File: src/sv/swt_pkg.sv
`default_nettype none
package swt_pkg;

   localparam logic [7:0] CH_BACKSLASH = 8'h5C;
   localparam logic [7:0] CH_SQUOTE    = 8'h27;
   localparam logic [7:0] CH_DQUOTE    = 8'h22;
   localparam logic [7:0] CH_DOLLAR    = 8'h24;
   localparam logic [7:0] CH_SPACE     = 8'h20;
   localparam logic [7:0] CH_TAB       = 8'h09;
   localparam logic [7:0] CH_CR        = 8'h0D;

   localparam int unsigned MAX_RESULTS = 3;

   // Quoting state carried from one byte to the next.
   typedef struct packed {
      logic escape_next;
      logic in_single;
      logic in_double;
      logic pending_backslash;
      logic word_open;
   } tok_state_type;

   typedef struct packed {
      logic [7:0] out_byte;
      logic       word_end;
   } res_entry_type;

   // All results caused by one input byte, entry 0 delivered first.
   typedef struct packed {
      logic [1:0]          count;
      res_entry_type [2:0] entry;
   } res_set_type;

   function automatic res_set_type push_result(res_set_type s, logic [7:0] b, logic e);
      res_set_type r;
      r = s;
      if (s.count != 2'd3) begin
         r.entry[s.count].out_byte = b;
         r.entry[s.count].word_end = e;
         r.count                   = s.count + 2'd1;
      end
      return r;
   endfunction

   function automatic logic is_space(logic [7:0] b);
      return (b == CH_SPACE) || (b >= CH_TAB && b <= CH_CR);
   endfunction

endpackage
`default_nettype wire

File: src/sv/swt_if.sv
`default_nettype none
interface swt_req_if;
   logic       valid;
   logic       ready;
   logic [7:0] in_byte;
   logic       end_of_input;

   modport source (output valid, output in_byte, output end_of_input, input ready);
   modport sink   (input valid, input in_byte, input end_of_input, output ready);
endinterface

interface swt_rsp_if;
   logic       valid;
   logic       ready;
   logic [7:0] out_byte;
   logic       word_end;
   logic       last;

   modport source (output valid, output out_byte, output word_end, output last, input ready);
   modport sink   (input valid, input out_byte, input word_end, input last, output ready);
endinterface
`default_nettype wire

File: src/sv/swt_step.sv
`default_nettype none
// Next-state and result logic for one byte of the command line.
module swt_step
   import swt_pkg::*;
(
   input  tok_state_type state_cur,
   input  logic [7:0]    in_byte,
   input  logic          end_of_input,
   output tok_state_type state_nxt,
   output res_set_type   results
);

   always_comb begin
      tok_state_type s;
      res_set_type   r;
      logic          do_handle;

      s         = state_cur;
      r         = '0;
      do_handle = 1'b0;

      if (s.escape_next) begin
         s.escape_next       = 1'b0;
         s.pending_backslash = 1'b0;
         r                   = push_result(r, in_byte, 1'b0);
         s.word_open         = 1'b1;
      end else if (s.pending_backslash) begin
         s.pending_backslash = 1'b0;
         if (in_byte == CH_DQUOTE || in_byte == CH_BACKSLASH || in_byte == CH_DOLLAR) begin
            r = push_result(r, in_byte, 1'b0);
         end else begin
            r         = push_result(r, CH_BACKSLASH, 1'b0);
            do_handle = 1'b1;
         end
         s.word_open = 1'b1;
      end else begin
         do_handle = 1'b1;
      end

      if (do_handle) begin
         if (in_byte == CH_BACKSLASH) begin
            if (s.in_single) begin
               r           = push_result(r, in_byte, 1'b0);
               s.word_open = 1'b1;
            end else if (s.in_double) begin
               if (end_of_input) begin
                  r           = push_result(r, in_byte, 1'b0);
                  s.word_open = 1'b1;
               end else begin
                  s.pending_backslash = 1'b1;
               end
            end else begin
               s.escape_next = 1'b1;
            end
         end else if (in_byte == CH_SQUOTE && !s.in_double) begin
            s.in_single = ~s.in_single;
         end else if (in_byte == CH_DQUOTE && !s.in_single) begin
            s.in_double = ~s.in_double;
         end else if (is_space(in_byte) && !s.in_single && !s.in_double) begin
            if (s.word_open) begin
               r           = push_result(r, 8'h00, 1'b1);
               s.word_open = 1'b0;
            end
         end else begin
            r           = push_result(r, in_byte, 1'b0);
            s.word_open = 1'b1;
         end
      end

      // End of line closes an open word and returns to the idle state.
      if (end_of_input) begin
         if (s.word_open) begin
            r = push_result(r, 8'h00, 1'b1);
         end
         s = '0;
      end

      state_nxt = s;
      results   = r;
   end

endmodule
`default_nettype wire

File: src/sv/swt_outq.sv
`default_nettype none
// Result register holding the results of one byte; they leave one per beat.
module swt_outq
   import swt_pkg::*;
(
   input  logic          clock,
   input  logic          reset,
   input  logic          load,
   input  res_set_type   load_set,
   input  logic          pop,
   output res_entry_type head,
   output logic [1:0]    count
);

   res_entry_type [2:0] entry_ff, entry_in;
   logic [1:0]          count_ff, count_in;

   always_comb begin
      entry_in = entry_ff;
      count_in = count_ff;
      if (load) begin
         entry_in = load_set.entry;
         count_in = load_set.count;
      end else if (pop) begin
         entry_in = {entry_ff[2], entry_ff[2], entry_ff[1]};
         count_in = count_ff - 2'd1;
      end
   end

   always_ff @(posedge clock) begin
      entry_ff <= entry_in;
      if (reset) begin
         count_ff <= 2'd0;
      end else begin
         count_ff <= count_in;
      end
   end

   assign head  = entry_ff[0];
   assign count = count_ff;

endmodule
`default_nettype wire

File: src/sv/shell_word_tokenizer.sv
`default_nettype none
// Shell word tokenizer.
// The req_chan channel carries one command-line byte per beat, with
// end_of_input set on the final byte of a line. The rsp_chan channel returns
// the words: one beat per kept character (word_end low), then a marker beat
// with word_end high and out_byte zero after each word. The flag last marks
// the final beat caused by one input byte; a byte that causes nothing (a
// quote, a lone backslash, extra whitespace) returns no beat at all.
// A byte causes at most three beats. Its results are decided in the cycle it
// is accepted, registered, and visible on rsp_chan in the next cycle. The
// result register drains one beat per cycle while the receiver is ready, and
// a new byte is taken as soon as the register holds at most one beat that
// leaves in the same cycle. With the receiver ready, a byte with zero or one
// result is taken every cycle; one with more results holds off the next byte.
// Synchronous reset empties the result register and clears all quoting
// state. When the receiver stalls, the pending beat holds and req_chan.ready
// drops until the last beat of the current byte has been taken.
module shell_word_tokenizer
   import swt_pkg::*;
(
   input wire logic  clock,
   input wire logic  reset,
   swt_req_if.sink   req_chan,
   swt_rsp_if.source rsp_chan
);

   tok_state_type state_ff, state_in;
   res_set_type   step_results;
   res_entry_type head;
   logic [1:0]    count;
   logic          req_fire;
   logic          rsp_fire;

   // The register can be reloaded when empty, or when its one remaining beat
   // leaves in this cycle.
   assign req_chan.ready = (count == 2'd0) || (count == 2'd1 && rsp_chan.ready);
   assign req_fire       = req_chan.valid && req_chan.ready;
   assign rsp_fire       = rsp_chan.valid && rsp_chan.ready;

   swt_step u_step (
      .state_cur    (state_ff),
      .in_byte      (req_chan.in_byte),
      .end_of_input (req_chan.end_of_input),
      .state_nxt    (state_in),
      .results      (step_results)
   );

   always_ff @(posedge clock) begin
      if (reset) begin
         state_ff <= '0;
      end else if (req_fire) begin
         state_ff <= state_in;
      end
   end

   swt_outq u_outq (
      .clock    (clock),
      .reset    (reset),
      .load     (req_fire),
      .load_set (step_results),
      .pop      (rsp_fire),
      .head     (head),
      .count    (count)
   );

   assign rsp_chan.valid    = (count != 2'd0);
   assign rsp_chan.out_byte = head.out_byte;
   assign rsp_chan.word_end = head.word_end;
   assign rsp_chan.last     = (count == 2'd1);

   // A backslash waits for lookahead only inside double quotes.
   a_pending_in_double: assert property (@(posedge clock) disable iff (reset)
      state_ff.pending_backslash |-> state_ff.in_double)
      else $error("pending backslash outside double quotes");

   // An unquoted escape never coexists with an open quote.
   a_escape_unquoted: assert property (@(posedge clock) disable iff (reset)
      state_ff.escape_next |-> (!state_ff.in_single && !state_ff.in_double))
      else $error("escape pending inside quotes");

   // A new byte is never taken while beats of the previous byte would be lost.
   a_no_overwrite: assert property (@(posedge clock) disable iff (reset)
      req_fire |-> (count == 2'd0 || rsp_fire))
      else $error("result register overwritten");

   // After end of line every quoting flag is back at idle.
   a_line_reset: assert property (@(posedge clock) disable iff (reset)
      (req_fire && req_chan.end_of_input) |=> (state_ff == '0))
      else $error("state not cleared at end of line");

endmodule
`default_nettype wire

File: src/flat_wrapper.sv
// flat-port wrapper written by rule: the top's interface ports become plain ports
module shell_word_tokenizer_flat import swt_pkg::*;
  (clock, reset, req_chan_valid, req_chan_in_byte, req_chan_end_of_input, req_chan_ready, rsp_chan_valid, rsp_chan_out_byte, rsp_chan_word_end, rsp_chan_last, rsp_chan_ready);
  swt_req_if req_chan_i ();
  swt_rsp_if rsp_chan_i ();
  input wire logic clock;
  input wire logic reset;
  input wire logic [$bits(req_chan_i.valid)-1:0] req_chan_valid;
  input wire logic [$bits(req_chan_i.in_byte)-1:0] req_chan_in_byte;
  input wire logic [$bits(req_chan_i.end_of_input)-1:0] req_chan_end_of_input;
  output wire logic [$bits(req_chan_i.ready)-1:0] req_chan_ready;
  output wire logic [$bits(rsp_chan_i.valid)-1:0] rsp_chan_valid;
  output wire logic [$bits(rsp_chan_i.out_byte)-1:0] rsp_chan_out_byte;
  output wire logic [$bits(rsp_chan_i.word_end)-1:0] rsp_chan_word_end;
  output wire logic [$bits(rsp_chan_i.last)-1:0] rsp_chan_last;
  input wire logic [$bits(rsp_chan_i.ready)-1:0] rsp_chan_ready;
  assign req_chan_i.valid = req_chan_valid;
  assign req_chan_i.in_byte = req_chan_in_byte;
  assign req_chan_i.end_of_input = req_chan_end_of_input;
  assign req_chan_ready = req_chan_i.ready;
  assign rsp_chan_valid = rsp_chan_i.valid;
  assign rsp_chan_out_byte = rsp_chan_i.out_byte;
  assign rsp_chan_word_end = rsp_chan_i.word_end;
  assign rsp_chan_last = rsp_chan_i.last;
  assign rsp_chan_i.ready = rsp_chan_ready;
  shell_word_tokenizer u_core (.clock(clock), .reset(reset), .req_chan(req_chan_i), .rsp_chan(rsp_chan_i));
endmodule
File: config.mk
export PLATFORM = sky130hd
export DESIGN_NAME = shell_word_tokenizer_flat
export DESIGN_NICKNAME = d
export VERILOG_FILES = /design/src/sv/swt_pkg.sv /design/src/sv/swt_if.sv /design/src/sv/swt_step.sv /design/src/sv/swt_outq.sv /design/src/sv/shell_word_tokenizer.sv /design/src/flat_wrapper.sv
export SDC_FILE = /design/constraint.sdc
export NUM_CORES = 1
export LEC_CHECK = 0
export ABC_AREA = 1
export BUFFER_PORTS_ARGS = -buffer_cell sky130_fd_sc_hd__buf_2
export CORE_MARGIN = 5
export CORE_UTILIZATION = 54
export CTS_BUF_LIST = sky130_fd_sc_hd__clkbuf_4 sky130_fd_sc_hd__clkbuf_8
export DETAILED_ROUTE_END_ITERATION = 16
export PLACE_DENSITY = 0.78
export SLEW_MARGIN = 20
export SYNTH_ARGS = -nofsm -noshare
export SYNTH_HDL_FRONTEND = slang
export SYNTH_SLANG_ARGS = --single-unit
export TNS_END_PERCENT = 5
File: constraint.sdc
create_clock -name clock -period 1.9 [get_ports clock]
set_clock_uncertainty 0.1 [all_clocks]
set_input_delay 0.38 -clock clock [delete_from_list [all_inputs] [get_ports clock]]
set_output_delay 0.38 -clock clock [all_outputs]
set_load 0.05 [all_outputs]
Yosys cells after proc, flatten, opt, wreduce, memory -nomap -nowiden
Index checks and enable logic that the tools add are counted.
{"block": "totals", "regBits": 34, "in_bits": 13, "out_inout_bits": 12, "wordCells": 116}
{"block": "op_classes", "add_sub_neg": 3, "order_cmp": 6, "n_eq_ne": 10, "mux": 59, "bitwise": 2, "reduce_logical": 24}
{"operator": "29-bit two-way mux", "n": 14}
{"operator": "27-bit bitwise mux", "n": 6}
{"operator": "9-bit demux with 2-bit select", "n": 4}
{"operator": "28-bit two-way mux", "n": 2}
{"operator": "8-bit by 6-bit equality test with 1-bit output (second input constant)", "n": 4}
{"operator": "27-bit two-way mux", "n": 1}
{"operator": "9-bit two-way mux", "n": 3}
{"operator": "1-bit two-way mux", "n": 22}
{"operator": "18-bit two-way mux", "n": 1}
{"operator": "1-bit logical AND", "n": 10}
{"operator": "5-bit two-way mux", "n": 2}
{"operator": "2-bit nonzero test", "n": 5}
{"operator": "8-bit by 7-bit equality test with 1-bit output (second input constant)", "n": 1}
{"operator": "8-bit by 4-bit >= comparator with 1-bit output (second input constant)", "n": 1}
{"operator": "8-bit by 4-bit less-or-equal comparator with 1-bit output (second input constant)", "n": 1}
{"operator": "2-bit two-way mux", "n": 4}
{"operator": "2-bit inequality test (second input constant)", "n": 4}
{"operator": "2-bit by 3-bit less-than comparator with 1-bit output (second input constant)", "n": 2}
{"operator": "5-bit AND reduction", "n": 1}
{"operator": "2-bit by 1-bit adder with 2-bit output (second input constant)", "n": 2}
{"operator": "2-bit by 1-bit >= comparator with 1-bit output (second input constant)", "n": 2}
{"operator": "1-bit logical OR", "n": 4}
{"operator": "4-bit AND reduction", "n": 1}
{"operator": "2-bit by 1-bit equality test with 1-bit output (second input constant)", "n": 1}
{"operator": "4 further kinds", "n": 6}

Depth between registers and ports, before layout
Gate-level depths: netlist (run 1).
{"block": "depth", "depth_word": 29, "depth_mapped": 14, "ltp_nobuf": 14}

Modules after synthesis
Synthesis (run 1) repeated with hierarchy kept, for this count alone.
{"block": "hier_totals", "cells_unflattened": 343, "area_unflattened_um2": 2426.1}
{"module": "swt_outq", "instances": 1, "cells_each": 134, "area_per_inst_um2": 1311.3, "seq_area_each_um2": 850.8}
{"module": "swt_step", "instances": 1, "cells_each": 158, "area_per_inst_um2": 810.8, "seq_area_each_um2": 0.0}
{"module": "shell_word_tokenizer", "instances": 1, "cells_each": 51, "area_per_inst_um2": 304.0, "seq_area_each_um2": 100.1}

Worst setup path before layout (run 1)
Ideal clock, no wire load.
{"block": "synth_path", "path_type": "flip-flop to flip-flop", "start": "register u_core.u_outq.count_ff[0], in the netlist u_core.u_outq.count[0]", "end": "register u_core.u_outq.count_ff[0], in the netlist u_core.u_outq.count[0]", "setup_ns": 0.122, "t_arrival_ns": 2.442, "t_required_ns": 1.678, "setup_slack_ns": -0.764, "path_stages_with_launch": 11, "n_path_buf": 0, "period_less_slack_ns": 2.664, "cell_sequence": "dfxtp_1 -> inv_1 -> ha_1 -> inv_1 -> nand2_1 -> nand2_1 -> inv_1 -> a21oi_1 -> inv_1 -> o21ai_0 -> a21oi_2"}
{"block": "synth_between", "elab_cells_between_ends": 11, "classes_between": "1 x add/sub; 1 x eq/ne; 2 x mux; 7 x reduce/logical"}
{"element": "start: declaration", "line_no": "swt_outq.sv:16", "text": "logic [1:0] count_ff, count_in;"}
{"element": "start signal: assignment", "line_no": "swt_outq.sv:35", "text": "count_ff <= count_in;"}
{"element": "2-bit nonzero test", "line_no": "shell_word_tokenizer.sv:66", "text": "assign rsp_chan.valid = (count != 2'd0);"}
{"element": "net rsp_chan_valid", "line_no": "flat_wrapper.sv:12", "text": "output wire logic [$bits(rsp_chan_i.valid)-1:0] rsp_chan_valid;"}
{"element": "1-bit logical AND", "line_no": "shell_word_tokenizer.sv:38", "text": "assign rsp_fire = rsp_chan.valid && rsp_chan.ready;"}
{"element": "2-bit nonzero test (no source line)"}
The timed path passes the listed nets, and every way through them passes these cells. The select of a mux whose other input is x is not followed.
A chain may end at the register's enable or synchronous reset.

Worst setup path in the final report (run 1)
{"block": "layout_path", "start": "register u_core.state_ff[4] (netlist bit)", "end": "register u_core.u_outq.entry_ff[12] (netlist bit) (data pin)"}
{"block": "layout_between", "elab_chain_cells": 20, "elab_cells_between_ends": 46, "classes_between": "1 x add/sub; 4 x order compare; 2 x eq/ne; 37 x mux; 2 x reduce/logical"}
{"element": "start: declaration", "line_no": "shell_word_tokenizer.sv:27", "text": "tok_state_type state_ff, state_in;"}
{"element": "start signal: assignment", "line_no": "shell_word_tokenizer.sv:52", "text": "state_ff <= state_in;"}
{"element": "parallel branches: the longest is 18 deep, another holds 2-bit by 3-bit less-than comparator with 1-bit output"}
{"element": "29-bit two-way mux (*)", "line_no": "swt_step.sv:71", "text": "if (end_of_input) begin"}
{"element": "27-bit two-way mux (*)", "line_no": "swt_outq.sv:21", "text": "if (load) begin"}
{"element": "end signal: assignment", "line_no": "swt_outq.sv:31", "text": "entry_ff <= entry_in;"}
{"element": "end: declaration", "line_no": "swt_outq.sv:15", "text": "res_entry_type [2:0] entry_ff, entry_in;"}
Every way passes the cells marked *. The select of a mux whose other input is x is not followed.

==> summary.txt, run 1 <==
Sequential element share of the synthesized area -> 0.388
Synth Register Bits -> 26
Final setup fails -> 4
Clock Tree Buf Depth -> 2
Post-synth top flop -> edfxtp_1
Setup ws final -> -19.9 ps
Dpl cell area -> 0.00240 mm^2
IO Count -> 25
Grt total ovfl -> 0
Clock root cell -> clkbuf_4
Max Cap Violations -> 0
Clk_lat worst skew -> 330 ps
Fin crit share -> 1.01
WP buf/inv -> 1
Post-synth EDFFs -> 19
CP Launch Type -> register
Initial antenna violation count -> 0
Post-route cell area -> 0.00254 mm^2
RR Endpoint -> u_core.u_outq.entry_ff[12]
Layout Area Growth over Synthesis -> 38.8%
Run status -> finished with violations
Largest net degree at the start of global routing -> 20
Cell Rows -> 21
Syn Area/Cell -> 7.60 um^2
Worst-path clk slew -> 150 ps
PortBufs -> 24
RSZ-0062 raised after global routing -> yes
Yosys top cell by area -> edfxtp_1
Wire per inst -> 13.3 um
Worst-path cell chain -> nor2_4 > inv_4 > ha_4 > nand2_1 > nand2_1 > nand3_1 > o21a_1 > nor2_2 > nor2_2 > nand2_2 > nand4_2 > nor2_1
Max Slew Vio Count -> 0
Critical Path AT -> 1930 ps
Depth of the CTS H-tree -> 1
CP max stage cell -> dfxtp_2
Core area -> 0.00331 mm^2
Ant diodes -> 0
VDD IR-drop max -> 0.643 mV
Final core occ -> 0.768
CTS tree -> built
Vias -> 1821
Clk sink count -> 26
Min Tclk post-route -> 1920 ps
Power Dens Cells -> 1140 mW/mm^2
Crit. Startpoint -> u_core.state_ff[4]
Nets -> 327
Synth area leaders -> edfxtp_1 (31%), nand2_1 (13%), dfxtp_1 (7.7%), inv_1 (5.7%), nor2_1 (4.7%)
CP Class -> reg -> reg
Worst-case reg-to-reg path depth -> 12
Fin Hold WS -> 142 ps
Leakage -> 0.00122 uW
Area fraction of the dominant cell type after synthesis -> 0.311
First-pass GRT wire length -> 7010 um
Mapped Cells -> 241
Synth Cell Area -> 0.00183 mm^2
Kind of cell adding the most delay to the critical path -> simple AND/OR/NAND/NOR gates
Final HPWL DP -> 3520 um
Routed wire length -> 4730 um
Drt drc -> 0
Mapped Nets -> 258
Gr usage total -> 0.202
Distinct cells, synth -> 30
Die area -> 0.00466 mm^2
Initial drt markers -> 121
Failing checks -> negative setup slack
Stages on worst setup path -> 12
Reg-to-reg startpoint -> u_core.state_ff[4]
Layout cell share with drive strength beyond 1 -> 0.434
Crit. End Element -> register
Max Clk Rate -> 521 MHz
CP endpoint -> u_core.u_outq.entry_ff[12]
Cell with the most instances after synthesis -> nand2_1
CTS buffer count -> 3
GPL Wtd Cong -> 0.888
Vias in the first global route -> 1640
Fin. Hold Viols -> 0
Filler Cell Count -> 250
Commonest cells in the netlist -> nand2_1 (64), inv_1 (28), nor2_1 (23)
Drt first pass iters -> 4
DIE HEIGHT -> 68.2 um
Post-route ant nets -> 0
Worst slew margin -> 0.749
Ys Warns -> 0
CP max FO -> 3
Tightest Pin Transition -> 373 ps
R2R setup slack -> -20 ps
Die X -> 68.2 um
Worst endpoint required time -> 1910 ps
Post-CTS Hold Fix Bufs -> 0
Vias per cell -> 5.13
Hold/Removal Path Class -> in -> reg
Asr flop ratio synth -> 0
Initial core utilization -> 0.553
Critical Path Max Stage Delay -> 360 ps
cell usage in the layout (no fill, tap or decap), types with 2 or more instances in the layout:
cell and instances:
nand3_4 2, inv_4 2, ha_2 2, nor2_2 5, buf_4 50, inv_1 24
a21oi_1 10, clkbuf_4 3, buf_2 23, a21oi_2 5, nand3_1 12, inv_2 2
ha_4 2, nand2_2 7, dfxtp_2 4, nand2_4 5, nor2_4 7, edfxtp_1 19
nand4_1 6, nand2_1 60, dfxtp_1 3, nor2_1 20, o21a_1 2, a31oi_1 3
nand3_2 4, o21ai_0 8, o21ai_1 2
routing by layer:
| metal | global-route usage | vias up | share of wire |
|---|---|---|---|
| met5 | 0 | - | 0 |
| met4 | 0.0868 | 0 | 0.038 |
| met3 | 0.0296 | 15 | 0.052 |
| met2 | 0.366 | 65 | 0.50 |
| met1 | 0.234 | 818 | 0.41 |
| li1 | - | 923 | - |
cell type report:
| class | instances | area (um^2) | area share |
|---|---|---|---|
| sequential | 26 | 716 | 0.281 |
| clock buffer | 3 | 22.5 | 0.00886 |
| tap | 46 | 57.6 | 0.0226 |
| multi-input combinational | 173 | 1060 | 0.419 |
| clock inverter | 1 | 30.0 | 0.0118 |
| inverter | 31 | 130 | 0.0512 |
| timing repair buffer | 75 | 522 | 0.205 |
sequential cells by signal, summed over array words and instances, names as in the netlist:
| register | flops |
|---|---|
| u_core.state_ff | 5 |
| u_core.u_outq.head | 9 |
| u_core.u_outq.entry_ff | 10 |
| u_core.u_outq.count | 2 |
worst min-delay path by stage:
stage,end,slack (ps),startpoint,depth (start not counted)
global route,u_core.u_outq.count[1],140,reset,2
global placement,u_core.u_outq.count[1],370,u_core.u_outq.count[1],2
detailed placement,u_core.u_outq.count[1],370,u_core.u_outq.count[1],2
floorplan,u_core.state_ff[1],340,reset,1
finish,u_core.u_outq.count[1],140,reset,2
CTS,u_core.u_outq.count[1],150,reset,2
stage by stage:
stage               total power, uW  worst slack [ps]  std cells  setup TNS [ps]
CTS                            2850              3.36        353               0
detailed placement             2450              -305        349           -3450
global route                   3060              -120        355            -534
global placement               2440              -280        349           -3160
floorplan                      2270             -19.7        241           -68.5
finish                         2890             -19.9        355           -63.0
timing repair:
action	CTS	global route
pin swaps	0	11
resized for setup	2	18
setup endpoints to repair	5	14
setup buffers	0	2
cells by family (layout without fill, tap and decap cells):
logic type / count (synthesis) / in the layout / share of synthesized area
buffers and inverters: 42 / 110 / 0.105
AND/OR/NAND/NOR: 134 / 134 / 0.370
adder cells (fa/ha/maj): 4 / 4 / 0.0273
AO/OA/AOI/OAI: 35 / 35 / 0.111
flip-flops: 26 / 26 / 0.388
worst register-to-register path, stage by stage (launching register included):
cell     delay [ps]
dfxtp_2         360
nor2_4          130
inv_4            60
ha_4            150
nand2_1          50
nand2_1          50
nand3_1         100
o21a_1          240
nor2_2           80
nor2_2          130
nand2_2         100
nand4_2         110
nor2_1           60
power by group:
group          switching, uW  leakage (uW)  total, uW  internal, uW
sequential              63.8      0.000250        974           910
combinational           1110      0.000946       1530           415
clock                    178     0.0000279        391           213
(Power assumes the default switching activity.)
==> run 2: changes to the inputs <==
- CORE_ASPECT_RATIO: default -> 1.25
==> run 2 against run 1 <==
The run still ends with negative setup slack left. Combinational power is essentially flat. Flip-flop and latch count is the same. Fmax grew 0.91%. Register-to-register slack gained 30 ps. Global-route usage grew 3.1 points. Largest cell class unchanged. Die area grew 0.16%. Critical path depth grew 1. Largest power group unchanged. Power shrank 0.67%. Clock power shrank 4%. Utilization grew 0.39 points.
==> summary.txt, run 2 (synthesis gave the netlist of run 1 again) <==
Initial core utilization -> 0.563 (+0.0100)
Drt first pass iters -> 5 (+1)
Setup ws final -> -2.62 ps (+17.3 ps)
Failing checks -> negative setup slack
Die X -> 62.1 um (-9.0%)
Fin crit share -> 1.00 (-0.00910)
Hold/Removal Path Class -> in -> reg
CP Class -> in -> reg
Clock Tree Buf Depth -> 2 (unchanged)
CP max FO -> 6 (+3)
Final HPWL DP -> 3740 um (+6.1%)
Worst-path clk slew -> 100 ps (-50 ps)
Tightest Pin Transition -> 391 ps (+18.0 ps)
Worst endpoint required time -> 1850 ps (-60 ps)
Die area -> 0.00466 mm^2 (+0.16%)
PortBufs -> 24 (unchanged)
Crit. End Element -> register
Depth of the CTS H-tree -> 1 (unchanged)
Clk_lat worst skew -> 280 ps (-50 ps)
Vias -> 1913 (+5.1%)
Grt total ovfl -> 0 (unchanged)
Cell Rows -> 23 (+9.5%)
Largest net degree at the start of global routing -> 20 (unchanged)
GPL Wtd Cong -> 0.950 (+7.0%)
CTS tree -> built
Max Clk Rate -> 526 MHz (+0.91%)
Min Tclk post-route -> 1900 ps (-17.3 ps)
Post-CTS Hold Fix Bufs -> 0 (unchanged)
Min-delay src -> reset
Final setup fails -> 2 (-2)
Max Cap Violations -> 0 (unchanged)
Core area -> 0.00325 mm^2 (-1.8%)
Reg with most FFs -> u_core.u_outq.entry_ff
Worst slew margin -> 0.737 (-0.0121)
Initial antenna violation count -> 0 (unchanged)
CP Launch Type -> input port
Drt drc -> 0 (unchanged)
Fin. Hold Viols -> 0 (unchanged)
Gr usage total -> 0.233 (+0.0309)
Crit. Startpoint -> req_chan_in_byte[4]
Clock root cell -> clkbuf_8
Layout Area Growth over Synthesis -> 37.0%
Post-route cell area -> 0.00251 mm^2 (-1.3%)
Initial drt markers -> 195 (+61%)
Leakage -> 0.00120 uW (-2.2%)
Layout cell share with drive strength beyond 1 -> 0.446 (+0.0122)
Reg-to-reg startpoint -> u_core.state_ff[1]
DIE HEIGHT -> 75.1 um (+10%)
CTS buffer count -> 3 (unchanged)
Fin Hold WS -> 208 ps (+66.0 ps)
Filler Cell Count -> 223 (-11%)
Commonest cells after routing, fill and taps aside -> nand2_1 (55), buf_4 (48), buf_2 (23)
Clk sink count -> 26 (unchanged)
Routed wire length -> 5360 um (+13%)
Vias per cell -> 5.59 (+9.0%)
First-pass GRT wire length -> 8090 um (+15%)
Max reg flops -> 10 (unchanged)
Critical Path AT -> 1850 ps (-80 ps)
Wire per inst -> 15.7 um (+18%)
Nets -> 323 (-1.2%)
VDD IR-drop max -> 1.12 mV (+74%)
Commonest non-fill, non-tap cell in the layout -> nand2_1
Max Slew Vio Count -> 0 (unchanged)
RSZ-0062 raised after global routing -> yes
IO Count -> 25 (unchanged)
Power Dens Cells -> 1140 mW/mm^2 (+0.62%)
Ant diodes -> 0 (unchanged)
Dpl cell area -> 0.00234 mm^2 (-2.6%)
Post-route ant nets -> 0 (unchanged)
Run status -> finished with violations
Vias in the first global route -> 1871 (+14%)
-- run 2: metrics by stage --
stage	util	std cells	setup slack [ps]	power (uW)	TNS, ps
2_1_floorplan	-	241	-19.7	2270	-68.5
6_report	0.772	342	-2.62	2870	-3.88
4_1_cts	0.743	341	13.9	2840	0
5_1_grt	0.772	342	-148	3040	-1080
3_5_place_dp	0.719	335	-224	2470	-2300
3_3_place_gp	0.719	335	-173	2430	-1710
-- run 2: final cells by class --
class | count | area, um^2 | area share
multi-input cells | 173 | 1090 | 0.435
flip-flops and latches | 26 | 713 | 0.284
repair buffers | 71 | 475 | 0.189
inverters | 31 | 128 | 0.0508
clock buffers | 4 | 55.1 | 0.0219
well taps | 37 | 46.3 | 0.0184
-- run 2: power by group --
part	switching (uW)	internal [uW]	total, uW
clock network	190	186	376
registers	65.2	908	973
logic	1120	398	1520
-- run 2: final timing paths --
kind                            slack, ps                    endpoint  depth (start not counted)
worst max-delay path                   -3  u_core.u_outq.entry_ff[12]                         13
worst min-delay path                  210          u_core.state_ff[4]                          2
worst min register to register        380      u_core.u_outq.count[1]                          2
worst max register to register         10  u_core.u_outq.entry_ff[12]                         12
-- run 2: repair_timing --
item | CTS | global route
setup buffers | 2 | 1
endpoints found under the setup margin | 2 | 13
pin swaps | 6 | 13
gates resized for setup | 3 | 24
-- run 2: worst max-delay path: stages --
cell,delay [ps]
buf_2,120
inv_2,60
nand2_2,70
nor2_4,250
nand2_1,150
nand3_1,110
nand2_1,90
nand2_2,140
nor2_2,70
nor2_2,130
nand2_2,90
nand4_2,130
nor2_1,60
-- run 2: routing by layer --
metal / wire, um / track usage / vias up
met2: 2730 / 0.421 / 86
met4: 320 / 0.139 / 0
met1: 2000 / 0.254 / 888
li1: - / - / 912
met3: 307 / 0.0223 / 27
met5: 0 / 0 / -
